<file path="config.mk">
export PLATFORM = sky130hd
export DESIGN_NAME = ppm_header_parser
export DESIGN_NICKNAME = d
export VERILOG_FILES = /design/src/hdl/ppm_pkg.sv /design/src/hdl/ppm_front.sv /design/src/hdl/ppm_queue.sv /design/src/hdl/ppm_back.sv /design/src/hdl/ppm_header_parser.sv
export SDC_FILE = /design/constraint.sdc
export NUM_CORES = 1
export LEC_CHECK = 0
export BUFFER_PORTS_ARGS = -buffer_cell sky130_fd_sc_hd__buf_2
export CAP_MARGIN = 20
export CORE_MARGIN = 5
export CORE_UTILIZATION = 43
export DETAILED_ROUTE_END_ITERATION = 7
export GPL_TIMING_DRIVEN = 0
export HOLD_SLACK_MARGIN = 0.15
export PLACE_DENSITY = 0.67
export SETUP_SLACK_MARGIN = 0.02
export SKIP_CTS_REPAIR_TIMING = 1
export SLEW_MARGIN = 20
export SYNTH_ARGS = -nofsm -noshare
export SYNTH_HDL_FRONTEND = slang
export SYNTH_SLANG_ARGS = --single-unit
</file>
<file path="constraint.sdc">
create_clock -name clk -period 3.98 [get_ports clk]
set_clock_uncertainty 0.1 [all_clocks]
set_input_delay 0.597 -clock clk [delete_from_list [all_inputs] [get_ports clk]]
set_output_delay 0.597 -clock clk [all_outputs]
set_load 0.02 [all_outputs]
</file>
<file path="src/hdl/ppm_pkg.sv">
package ppm_pkg;

  // default configuration
  localparam int DIGIT_LIMIT_DEF = 31;
  localparam int QUEUE_DEPTH_DEF = 2;

  // status codes of a result
  localparam logic [1:0] ST_SCAN  = 2'd0;
  localparam logic [1:0] ST_DONE  = 2'd1;
  localparam logic [1:0] ST_NONE  = 2'd2;
  localparam logic [1:0] ST_ERROR = 2'd3;

  // sample depth codes
  localparam logic [1:0] DEPTH_UNKNOWN = 2'd0;
  localparam logic [1:0] DEPTH_8BIT    = 2'd1;
  localparam logic [1:0] DEPTH_16BIT   = 2'd2;

  // byte values of interest
  localparam logic [7:0] CH_TAB   = 8'h09;
  localparam logic [7:0] CH_LF    = 8'h0A;
  localparam logic [7:0] CH_CR    = 8'h0D;
  localparam logic [7:0] CH_SPACE = 8'h20;
  localparam logic [7:0] CH_HASH  = 8'h23;
  localparam logic [7:0] CH_ZERO  = 8'h30;
  localparam logic [7:0] CH_NINE  = 8'h39;
  localparam logic [7:0] CH_SIX   = 8'h36;
  localparam logic [7:0] CH_P     = 8'h50;

  // numeric limits
  localparam logic [16:0] VAL_SAT    = 17'd65536;
  localparam logic [16:0] MAXVAL_8   = 17'd255;
  localparam logic [16:0] MAXVAL_16  = 17'd65535;

  typedef struct packed {
    logic [7:0] data_byte;
    logic       end_of_stream;
  } ppm_in_t;

  typedef struct packed {
    logic [1:0]  status;
    logic [15:0] image_width;
    logic [15:0] image_height;
    logic [1:0]  sample_size;
    logic        depth_warning;
  } ppm_out_t;

  // classified byte as handed from front to back
  typedef struct packed {
    logic       eos;
    logic       hash;
    logic       top_space;
    logic       letter_p;
    logic       six;
    logic       digit;
    logic [3:0] digit_val;
    logic       cspace;
    logic       eol;
  } ppm_class_t;

endpackage

</file>
<file path="src/hdl/ppm_front.sv">
module ppm_front
  import ppm_pkg::*;
(
  input  ppm_in_t    item,
  output ppm_class_t cls
);

  logic [7:0] c;
  logic [7:0] c_off;

  assign c     = item.data_byte;
  assign c_off = c - CH_ZERO;

  // byte classification, all flags cleared on end of stream
  always_comb begin
    cls           = '0;
    cls.eos       = item.end_of_stream;
    cls.digit_val = c_off[3:0];
    if (!item.end_of_stream) begin
      cls.hash      = (c == CH_HASH);
      cls.eol       = (c == CH_LF) || (c == CH_CR);
      cls.top_space = (c == CH_SPACE) || (c == CH_LF) || (c == CH_TAB) || (c == CH_CR);
      cls.letter_p  = (c == CH_P);
      cls.six       = (c == CH_SIX);
      cls.digit     = (c >= CH_ZERO) && (c <= CH_NINE);
      cls.cspace    = (c == CH_SPACE) || ((c >= CH_TAB) && (c <= CH_CR));
    end
  end

endmodule

</file>
<file path="src/hdl/ppm_queue.sv">
module ppm_queue
  import ppm_pkg::*;
#(
  parameter int DEPTH = QUEUE_DEPTH_DEF
) (
  input  logic       clk,
  input  logic       rst,
  input  logic       push,
  input  ppm_class_t push_data,
  output logic       full,
  input  logic       pop,
  output logic       not_empty,
  output ppm_class_t pop_data
);

  localparam int PTR_W = (DEPTH > 1) ? $clog2(DEPTH) : 1;
  localparam int CNT_W = $clog2(DEPTH + 1);

  ppm_class_t             entries [DEPTH];
  logic [PTR_W-1:0]       wr_ptr;
  logic [PTR_W-1:0]       rd_ptr;
  logic [CNT_W-1:0]       count;

  assign full      = (count == CNT_W'(DEPTH));
  assign not_empty = (count != '0);
  assign pop_data  = entries[rd_ptr];

  // entry storage
  always_ff @(posedge clk) begin
    if (push) begin
      entries[wr_ptr] <= push_data;
    end
  end

  // pointers and fill count
  always_ff @(posedge clk) begin
    if (rst) begin
      wr_ptr <= '0;
      rd_ptr <= '0;
      count  <= '0;
    end else begin
      if (push) begin
        wr_ptr <= (wr_ptr == PTR_W'(DEPTH - 1)) ? '0 : wr_ptr + PTR_W'(1);
      end
      if (pop) begin
        rd_ptr <= (rd_ptr == PTR_W'(DEPTH - 1)) ? '0 : rd_ptr + PTR_W'(1);
      end
      if (push && !pop) begin
        count <= count + CNT_W'(1);
      end else if (pop && !push) begin
        count <= count - CNT_W'(1);
      end
    end
  end

endmodule

</file>
<file path="src/hdl/ppm_back.sv">
module ppm_back
  import ppm_pkg::*;
#(
  parameter int DIGIT_LIMIT = DIGIT_LIMIT_DEF
) (
  input  logic       clk,
  input  logic       rst,
  input  logic       q_valid,
  input  ppm_class_t q_data,
  output logic       q_pop,
  output logic       result_valid,
  input  logic       result_ready,
  output ppm_out_t   result_item
);

  localparam int CNT_W = $clog2(DIGIT_LIMIT + 1);

  typedef enum logic [5:0] {
    PH_TOP     = 6'b000001,
    PH_COMMENT = 6'b000010,
    PH_MAGIC   = 6'b000100,
    PH_WIDTH   = 6'b001000,
    PH_HEIGHT  = 6'b010000,
    PH_MAXVAL  = 6'b100000
  } phase_t;

  phase_t           phase, phase_next;
  logic [CNT_W-1:0] digit_count, digit_count_next;
  logic [16:0]      accumulator, accumulator_next;
  logic [15:0]      width_store, width_store_next;
  logic [15:0]      height_store, height_store_next;
  logic [1:0]       depth_code, depth_code_next;
  ppm_out_t         res_next;
  logic [20:0]      acc_scaled;
  logic [15:0]      acc_clamped;

  // step whenever the output register is free or being drained
  assign q_pop = q_valid && (!result_valid || result_ready);

  // accumulator times ten plus the new digit
  assign acc_scaled  = {1'b0, accumulator, 3'b000} + {3'b000, accumulator, 1'b0}
                       + {17'd0, q_data.digit_val};
  assign acc_clamped = accumulator[16] ? 16'hFFFF : accumulator[15:0];

  // header state update for one byte
  always_comb begin
    phase_next        = phase;
    digit_count_next  = digit_count;
    accumulator_next  = accumulator;
    width_store_next  = width_store;
    height_store_next = height_store;
    depth_code_next   = depth_code;
    res_next          = '0;
    res_next.status   = ST_SCAN;
    case (phase)
      PH_TOP: begin
        if (q_data.eos) begin
          res_next.status = ST_NONE;
        end else if (q_data.hash) begin
          phase_next = PH_COMMENT;
        end else if (q_data.top_space) begin
          phase_next = PH_TOP;
        end else if (q_data.letter_p) begin
          phase_next = PH_MAGIC;
        end else if (q_data.digit) begin
          phase_next       = PH_WIDTH;
          accumulator_next = {13'd0, q_data.digit_val};
          digit_count_next = CNT_W'(1);
        end else begin
          res_next.status = ST_NONE;
        end
      end
      PH_COMMENT: begin
        if (q_data.eos) begin
          res_next.status = ST_NONE;
        end else if (q_data.eol) begin
          phase_next = PH_TOP;
        end
      end
      PH_MAGIC: begin
        if (q_data.eos || !q_data.six) begin
          res_next.status = ST_ERROR;
        end else begin
          phase_next = PH_TOP;
        end
      end
      PH_WIDTH, PH_HEIGHT, PH_MAXVAL: begin
        if (q_data.eos) begin
          res_next.status = ST_ERROR;
        end else if (q_data.digit && (digit_count < CNT_W'(DIGIT_LIMIT))) begin
          accumulator_next = (acc_scaled > {4'd0, VAL_SAT}) ? VAL_SAT : acc_scaled[16:0];
          digit_count_next = digit_count + CNT_W'(1);
        end else if (q_data.cspace) begin
          if (phase == PH_WIDTH) begin
            width_store_next = acc_clamped;
            phase_next       = PH_HEIGHT;
          end else if (phase == PH_HEIGHT) begin
            height_store_next = acc_clamped;
            phase_next        = PH_MAXVAL;
          end else begin
            if (accumulator == MAXVAL_8) begin
              depth_code_next = DEPTH_8BIT;
            end else if (accumulator == MAXVAL_16) begin
              depth_code_next = DEPTH_16BIT;
            end else begin
              res_next.depth_warning = 1'b1;
            end
            res_next.status       = ST_DONE;
            res_next.image_width  = width_store;
            res_next.image_height = height_store;
          end
          accumulator_next = '0;
          digit_count_next = '0;
        end else begin
          res_next.status = ST_ERROR;
        end
      end
      default: begin
        phase_next = PH_TOP;
      end
    endcase
    // any final status starts a fresh search
    if (res_next.status != ST_SCAN) begin
      phase_next       = PH_TOP;
      digit_count_next = '0;
      accumulator_next = '0;
    end
    res_next.sample_size = depth_code_next;
  end

  // parser state
  always_ff @(posedge clk) begin
    if (rst) begin
      phase        <= PH_TOP;
      digit_count  <= '0;
      accumulator  <= '0;
      width_store  <= '0;
      height_store <= '0;
      depth_code   <= DEPTH_UNKNOWN;
    end else if (q_pop) begin
      phase        <= phase_next;
      digit_count  <= digit_count_next;
      accumulator  <= accumulator_next;
      width_store  <= width_store_next;
      height_store <= height_store_next;
      depth_code   <= depth_code_next;
    end
  end

  // output register valid
  always_ff @(posedge clk) begin
    if (rst) begin
      result_valid <= 1'b0;
    end else if (q_pop) begin
      result_valid <= 1'b1;
    end else if (result_ready) begin
      result_valid <= 1'b0;
    end
  end

  // output register payload
  always_ff @(posedge clk) begin
    if (q_pop) begin
      result_item <= res_next;
    end
  end

endmodule

</file>
<file path="src/hdl/ppm_header_parser.sv">
// a byte's result passes through the queue, then through the output register, after its byte transfer
// throughput: one byte per cycle while results are taken; a held result stalls the header step in the back end
// the classification queue lets the input side keep taking bytes while a result is held
// reset: synchronous, clears the queue, output valid and all parser state
// sample depth is cleared by reset only and persists across header searches
module ppm_header_parser
  import ppm_pkg::*;
#(
  parameter int DIGIT_LIMIT = DIGIT_LIMIT_DEF,
  parameter int QUEUE_DEPTH = QUEUE_DEPTH_DEF
) (
  input  logic     clk,
  input  logic     rst,
  input  logic     byte_valid,
  output logic     byte_ready,
  input  ppm_in_t  byte_item,
  output logic     result_valid,
  input  logic     result_ready,
  output ppm_out_t result_item
);

  ppm_class_t cls;
  ppm_class_t q_data;
  logic       q_full;
  logic       q_valid;
  logic       q_pop;

  assign byte_ready = !q_full;

  // byte classification
  ppm_front u_front (
    .item (byte_item),
    .cls  (cls)
  );

  // decoupling queue
  ppm_queue #(
    .DEPTH (QUEUE_DEPTH)
  ) u_queue (
    .clk       (clk),
    .rst       (rst),
    .push      (byte_valid && !q_full),
    .push_data (cls),
    .full      (q_full),
    .pop       (q_pop),
    .not_empty (q_valid),
    .pop_data  (q_data)
  );

  // header state machine and output register
  ppm_back #(
    .DIGIT_LIMIT (DIGIT_LIMIT)
  ) u_back (
    .clk          (clk),
    .rst          (rst),
    .q_valid      (q_valid),
    .q_data       (q_data),
    .q_pop        (q_pop),
    .result_valid (result_valid),
    .result_ready (result_ready),
    .result_item  (result_item)
  );

endmodule

</file>
==> run_results.csv <==
group,metric,value,unit
worst_setup_path,crit_chain,"buf_8 > mux2i_4 > fa_1 > fa_2 > nor2b_4 > o31ai_4 > a2111oi_4 > buf_4 > buf_4 > o21a_1 > o2111a_1 > a21o_1 > buf_12 > nand4b_1 > a211oi_2",
global_route,first_global_vias,5187,
pwr,p_sw,1.480,mW
pwr,combPwrFrac,0.282,
worst_setup_path,critPathMaxFanout,7,
worst_setup_path,crit_buf_inv,4,
sta,timing.final.crit_share,0.9658,
synth,async_reset_ff_frac,0,
sta,post-route-min-period,3.844,ns
run,cap_violations,0,
cells_and_area,multi_input_area,3545,um2
detailed_routing,wl_per_cell,15.34,um
cells_and_area,fin_nets,820,
pwr,p_seq_frac,0.398,
synth,yosysUniqueCellTypes,75,
place,pre_cts_slack,-0.4021,ns
synth,ys_warn_count,0,
synth,synth_cells,689,
worst_setup_path,critical-path-max-stage-delay,0.50,ns
clocking,cts.sink_count,129,
sta,slew_headroom,0.3413,
cells_and_area,layout-drive-gt1-share,0.1790,
clocking,clkSlewWorstSetupHoldPaths,0.06,ns
floorplan,ios,52,
min_path,hold_path_depth,1,
detailed_routing,drt_iter0_markers,416,
pwr,p_leak,3.065,nW
sta,timing.final.hold_violations,0,
place,placed_cells,950,
worst_setup_path,worstSetupStartpointType,"register",
global_route,grt-ovfl-total,0,
cells_and_area,num_antenna_cells,0,
floorplan,fp.dieW,135.5,um
global_route,grtUsageTotal,0.1689,
sta,hold_slack,0.2851,ns
sta,timing.final.ws_setup,0.1363,ns
detailed_routing,ant_nets,0,
pwr,p_int,2.966,mW
floorplan,core,15310,um2
clocking,h-tree-depth,4,
synth,synthFlopType,"dfxtp_1",
cells_and_area,final_core_util,0.5293,
clocking,clock_path_buffers,2,
pwr,vdd_drop_max,0.3176,mV
worst_setup_path,reg2regPathDepth,15,
pwr,p_sw_frac,0.3328,
worst_setup_path,critPathTopFamily,"compound AO/OA/AOI/OAI gates",
cells_and_area,area_delta_synth_final,19.60,%
min_path,hp-start,"byte_item[2]",
detailed_routing,drt-pass1-iter-count,8,
global_route,grt_start_max_net_pins,45,
detailed_routing,routed_wl,15240,um
floorplan,start_util,0.4426,
floorplan,fp.dieArea,18370,um2
pwr,pwr-share-clk,0.320,
place,portBuffers,50,
synth,syn_avg_cell_area,9.837,um2
synth,ys_ff_latch,129,
run_status,status,"finished clean",
min_path,holdCritPathClass,"in2reg",
worst_setup_path,crit_type,"reg2reg",
synth,syn_area,6778,um2
sta,setup_viol,0,
cells_and_area,n_fill_cell,1389,
floorplan,num_rows,45,
worst_setup_path,cp_slowest_cell,"fa_1",
sta,worstMarginPinSlew,0.9844,ns
global_route,antenna_found_initial,0,
synth,synth_seq_area_share,0.4711,
global_route,grt_pass1_wl,24950,um
floorplan,fp.dieH,135.5,um
worst_setup_path,required,4.22,ns
detailed_routing,vias,5400,
place,place_congestion,0.9173,
clocking,cts-root-buf,"clkbuf_16",
cells_and_area,ff_latch_area,3193,um2
clocking,cts-buffers-inserted,17,
place,hpwlAfterDp,11320,um
sta,final_max_slew_viol_count,0,
sta,max_freq,260.2,MHz
worst_setup_path,arrival,4.08,ns
worst_setup_path,endpoint_kind,"register",
worst_setup_path,crit_top_cell,"buf_4",
pwr,p_per_area,548.5,nW/um2
cells_and_area,fin_cells,993,
worst_setup_path,cp.depth,15,
synth,syn_nets,740,
sta,rsz0062_at_grt,"yes",
detailed_routing,avgViaCountPerCell,5.438,
clocking,clk_latency,0.43,ns
clocking,cts_tree,"yes",
synth,synth_edf_count,61,
detailed_routing,drc,0,
## flip-flops by register name, summed over array words and instances (netlist names), named ones only
name / count
u_back.accumulator: 17
u_back.result_item: 37
u_back.width_store: 16
u_queue.entries: 24
u_back.height_store: 16
u_back.digit_count: 5
u_back.result_valid: 1
u_back.phase: 6
u_queue.wr_ptr: 1
u_queue.rd_ptr: 1
u_back.depth_code: 2
u_queue.count: 2
## path summary, 6_finish.rpt
check | endpoint | slack [ns]
setup / recovery | u_back.accumulator[3]$_SDFFE_PP0P_ | 0.14
hold / removal | u_queue.entries[1][3]$_DFFE_PP_ | 0.29
hold reg to reg | u_back.depth_code[1]$_SDFFE_PP0P_ | 0.37
setup reg to reg | u_back.accumulator[3]$_SDFFE_PP0P_ | 0.14
## metrics by stage
step	total power, mW	TNS, ns	instance area, um2
2_1_floorplan	2.651	0	6778
3_3_place_gp	2.953	-3.807	7292
6_report	4.446	0	8107
5_1_grt	4.677	-0.01555	8107
4_1_cts	4.399	-6.077	7839
3_5_place_dp	2.978	-5.499	7293
## cells in the final DEF (no fill, tap or decap), types with 8 or more instances in the layout
master / n
mux2i_1: 10
and2_1: 38
nand3_1: 14
ha_1: 33
buf_2: 54
nor3_1: 12
nand2_1: 50
inv_1: 19
clkbuf_1: 18
clkbuf_16: 17
xor2_1: 11
edfxtp_1: 61
or3_1: 8
dfxtp_1: 68
a211oi_1: 34
a21oi_1: 34
nand4_1: 11
buf_4: 12
o21ai_0: 24
nor2_1: 99
## power by group through the flow
stage	registers (mW)	logic (mW)	clock network, mW
final	1.77	1.25	1.42
after detailed placement	1.79	1.19	0
after floorplan	1.97	0.686	0
after global placement	1.79	1.16	0
after CTS	1.77	1.19	1.44
after global routing	1.79	1.38	1.51
## cells by family after synthesis
logic type / count (synthesis) / synth area share
AND/OR/NAND/NOR: 280 / 0.2106
AO/OA/AOI/OAI: 165 / 0.1750
flip-flops: 129 / 0.4711
buffers and inverters: 48 / 0.02954
adder cells (fa/ha/maj): 38 / 0.07236
multiplexers: 15 / 0.02326
XOR/XNOR: 14 / 0.01809
## routing by layer
metal  part of all wire  vias up  track usage
met3              0.048       31      0.04049
met2               0.48      153       0.2749
li1                   -     2701            -
met4              0.018        0      0.06495
met1               0.46     2515       0.2181
met5                  0        -            0
## cells in the mapped netlist (7+ instances only)
cell type   n  area, um2
inv_1      19      71.32
xor2_1     11      96.34
edfxtp_1   61       1832
nand4_1    11      68.82
a22o_1      7      61.31
mux2i_1    11      110.1
dfxtp_1    68       1361
or3_1       8      50.05
nand3_1    14      70.07
nand2_1    50      187.7
and2_1     38      237.7
clkbuf_1   18      67.56
o21ai_0    24      120.1
a211oi_1   37      277.8
nor3_1     13      65.06
ha_1       36      450.4
a21oi_1    35      175.2
nor2_1     99      371.6
## area by class of cell
class | count | share of cell area
Sequential cell | 129 | 0.3939
Clock inverter | 14 | 0.01435
Clock buffer | 18 | 0.05294
Tap cell | 211 | 0.03257
Inverter | 20 | 0.009415
Buffer | 27 | 0.01559
Multi-Input combinational cell | 512 | 0.4373
Timing Repair Buffer | 62 | 0.04399
## worst register-to-register path: stages, from the launching register on
cell	delay, ns
dfxtp_1	0.34
buf_8	0.14
mux2i_4	0.26
fa_1	0.50
fa_2	0.45
nor2b_4	0.17
o31ai_4	0.13
a2111oi_4	0.35
buf_4	0.20
buf_4	0.11
o21a_1	0.14
o2111a_1	0.20
a21o_1	0.20
buf_12	0.12
nand4b_1	0.13
a211oi_2	0.22
No activity file was read; power rests on OpenSTA's default activity.
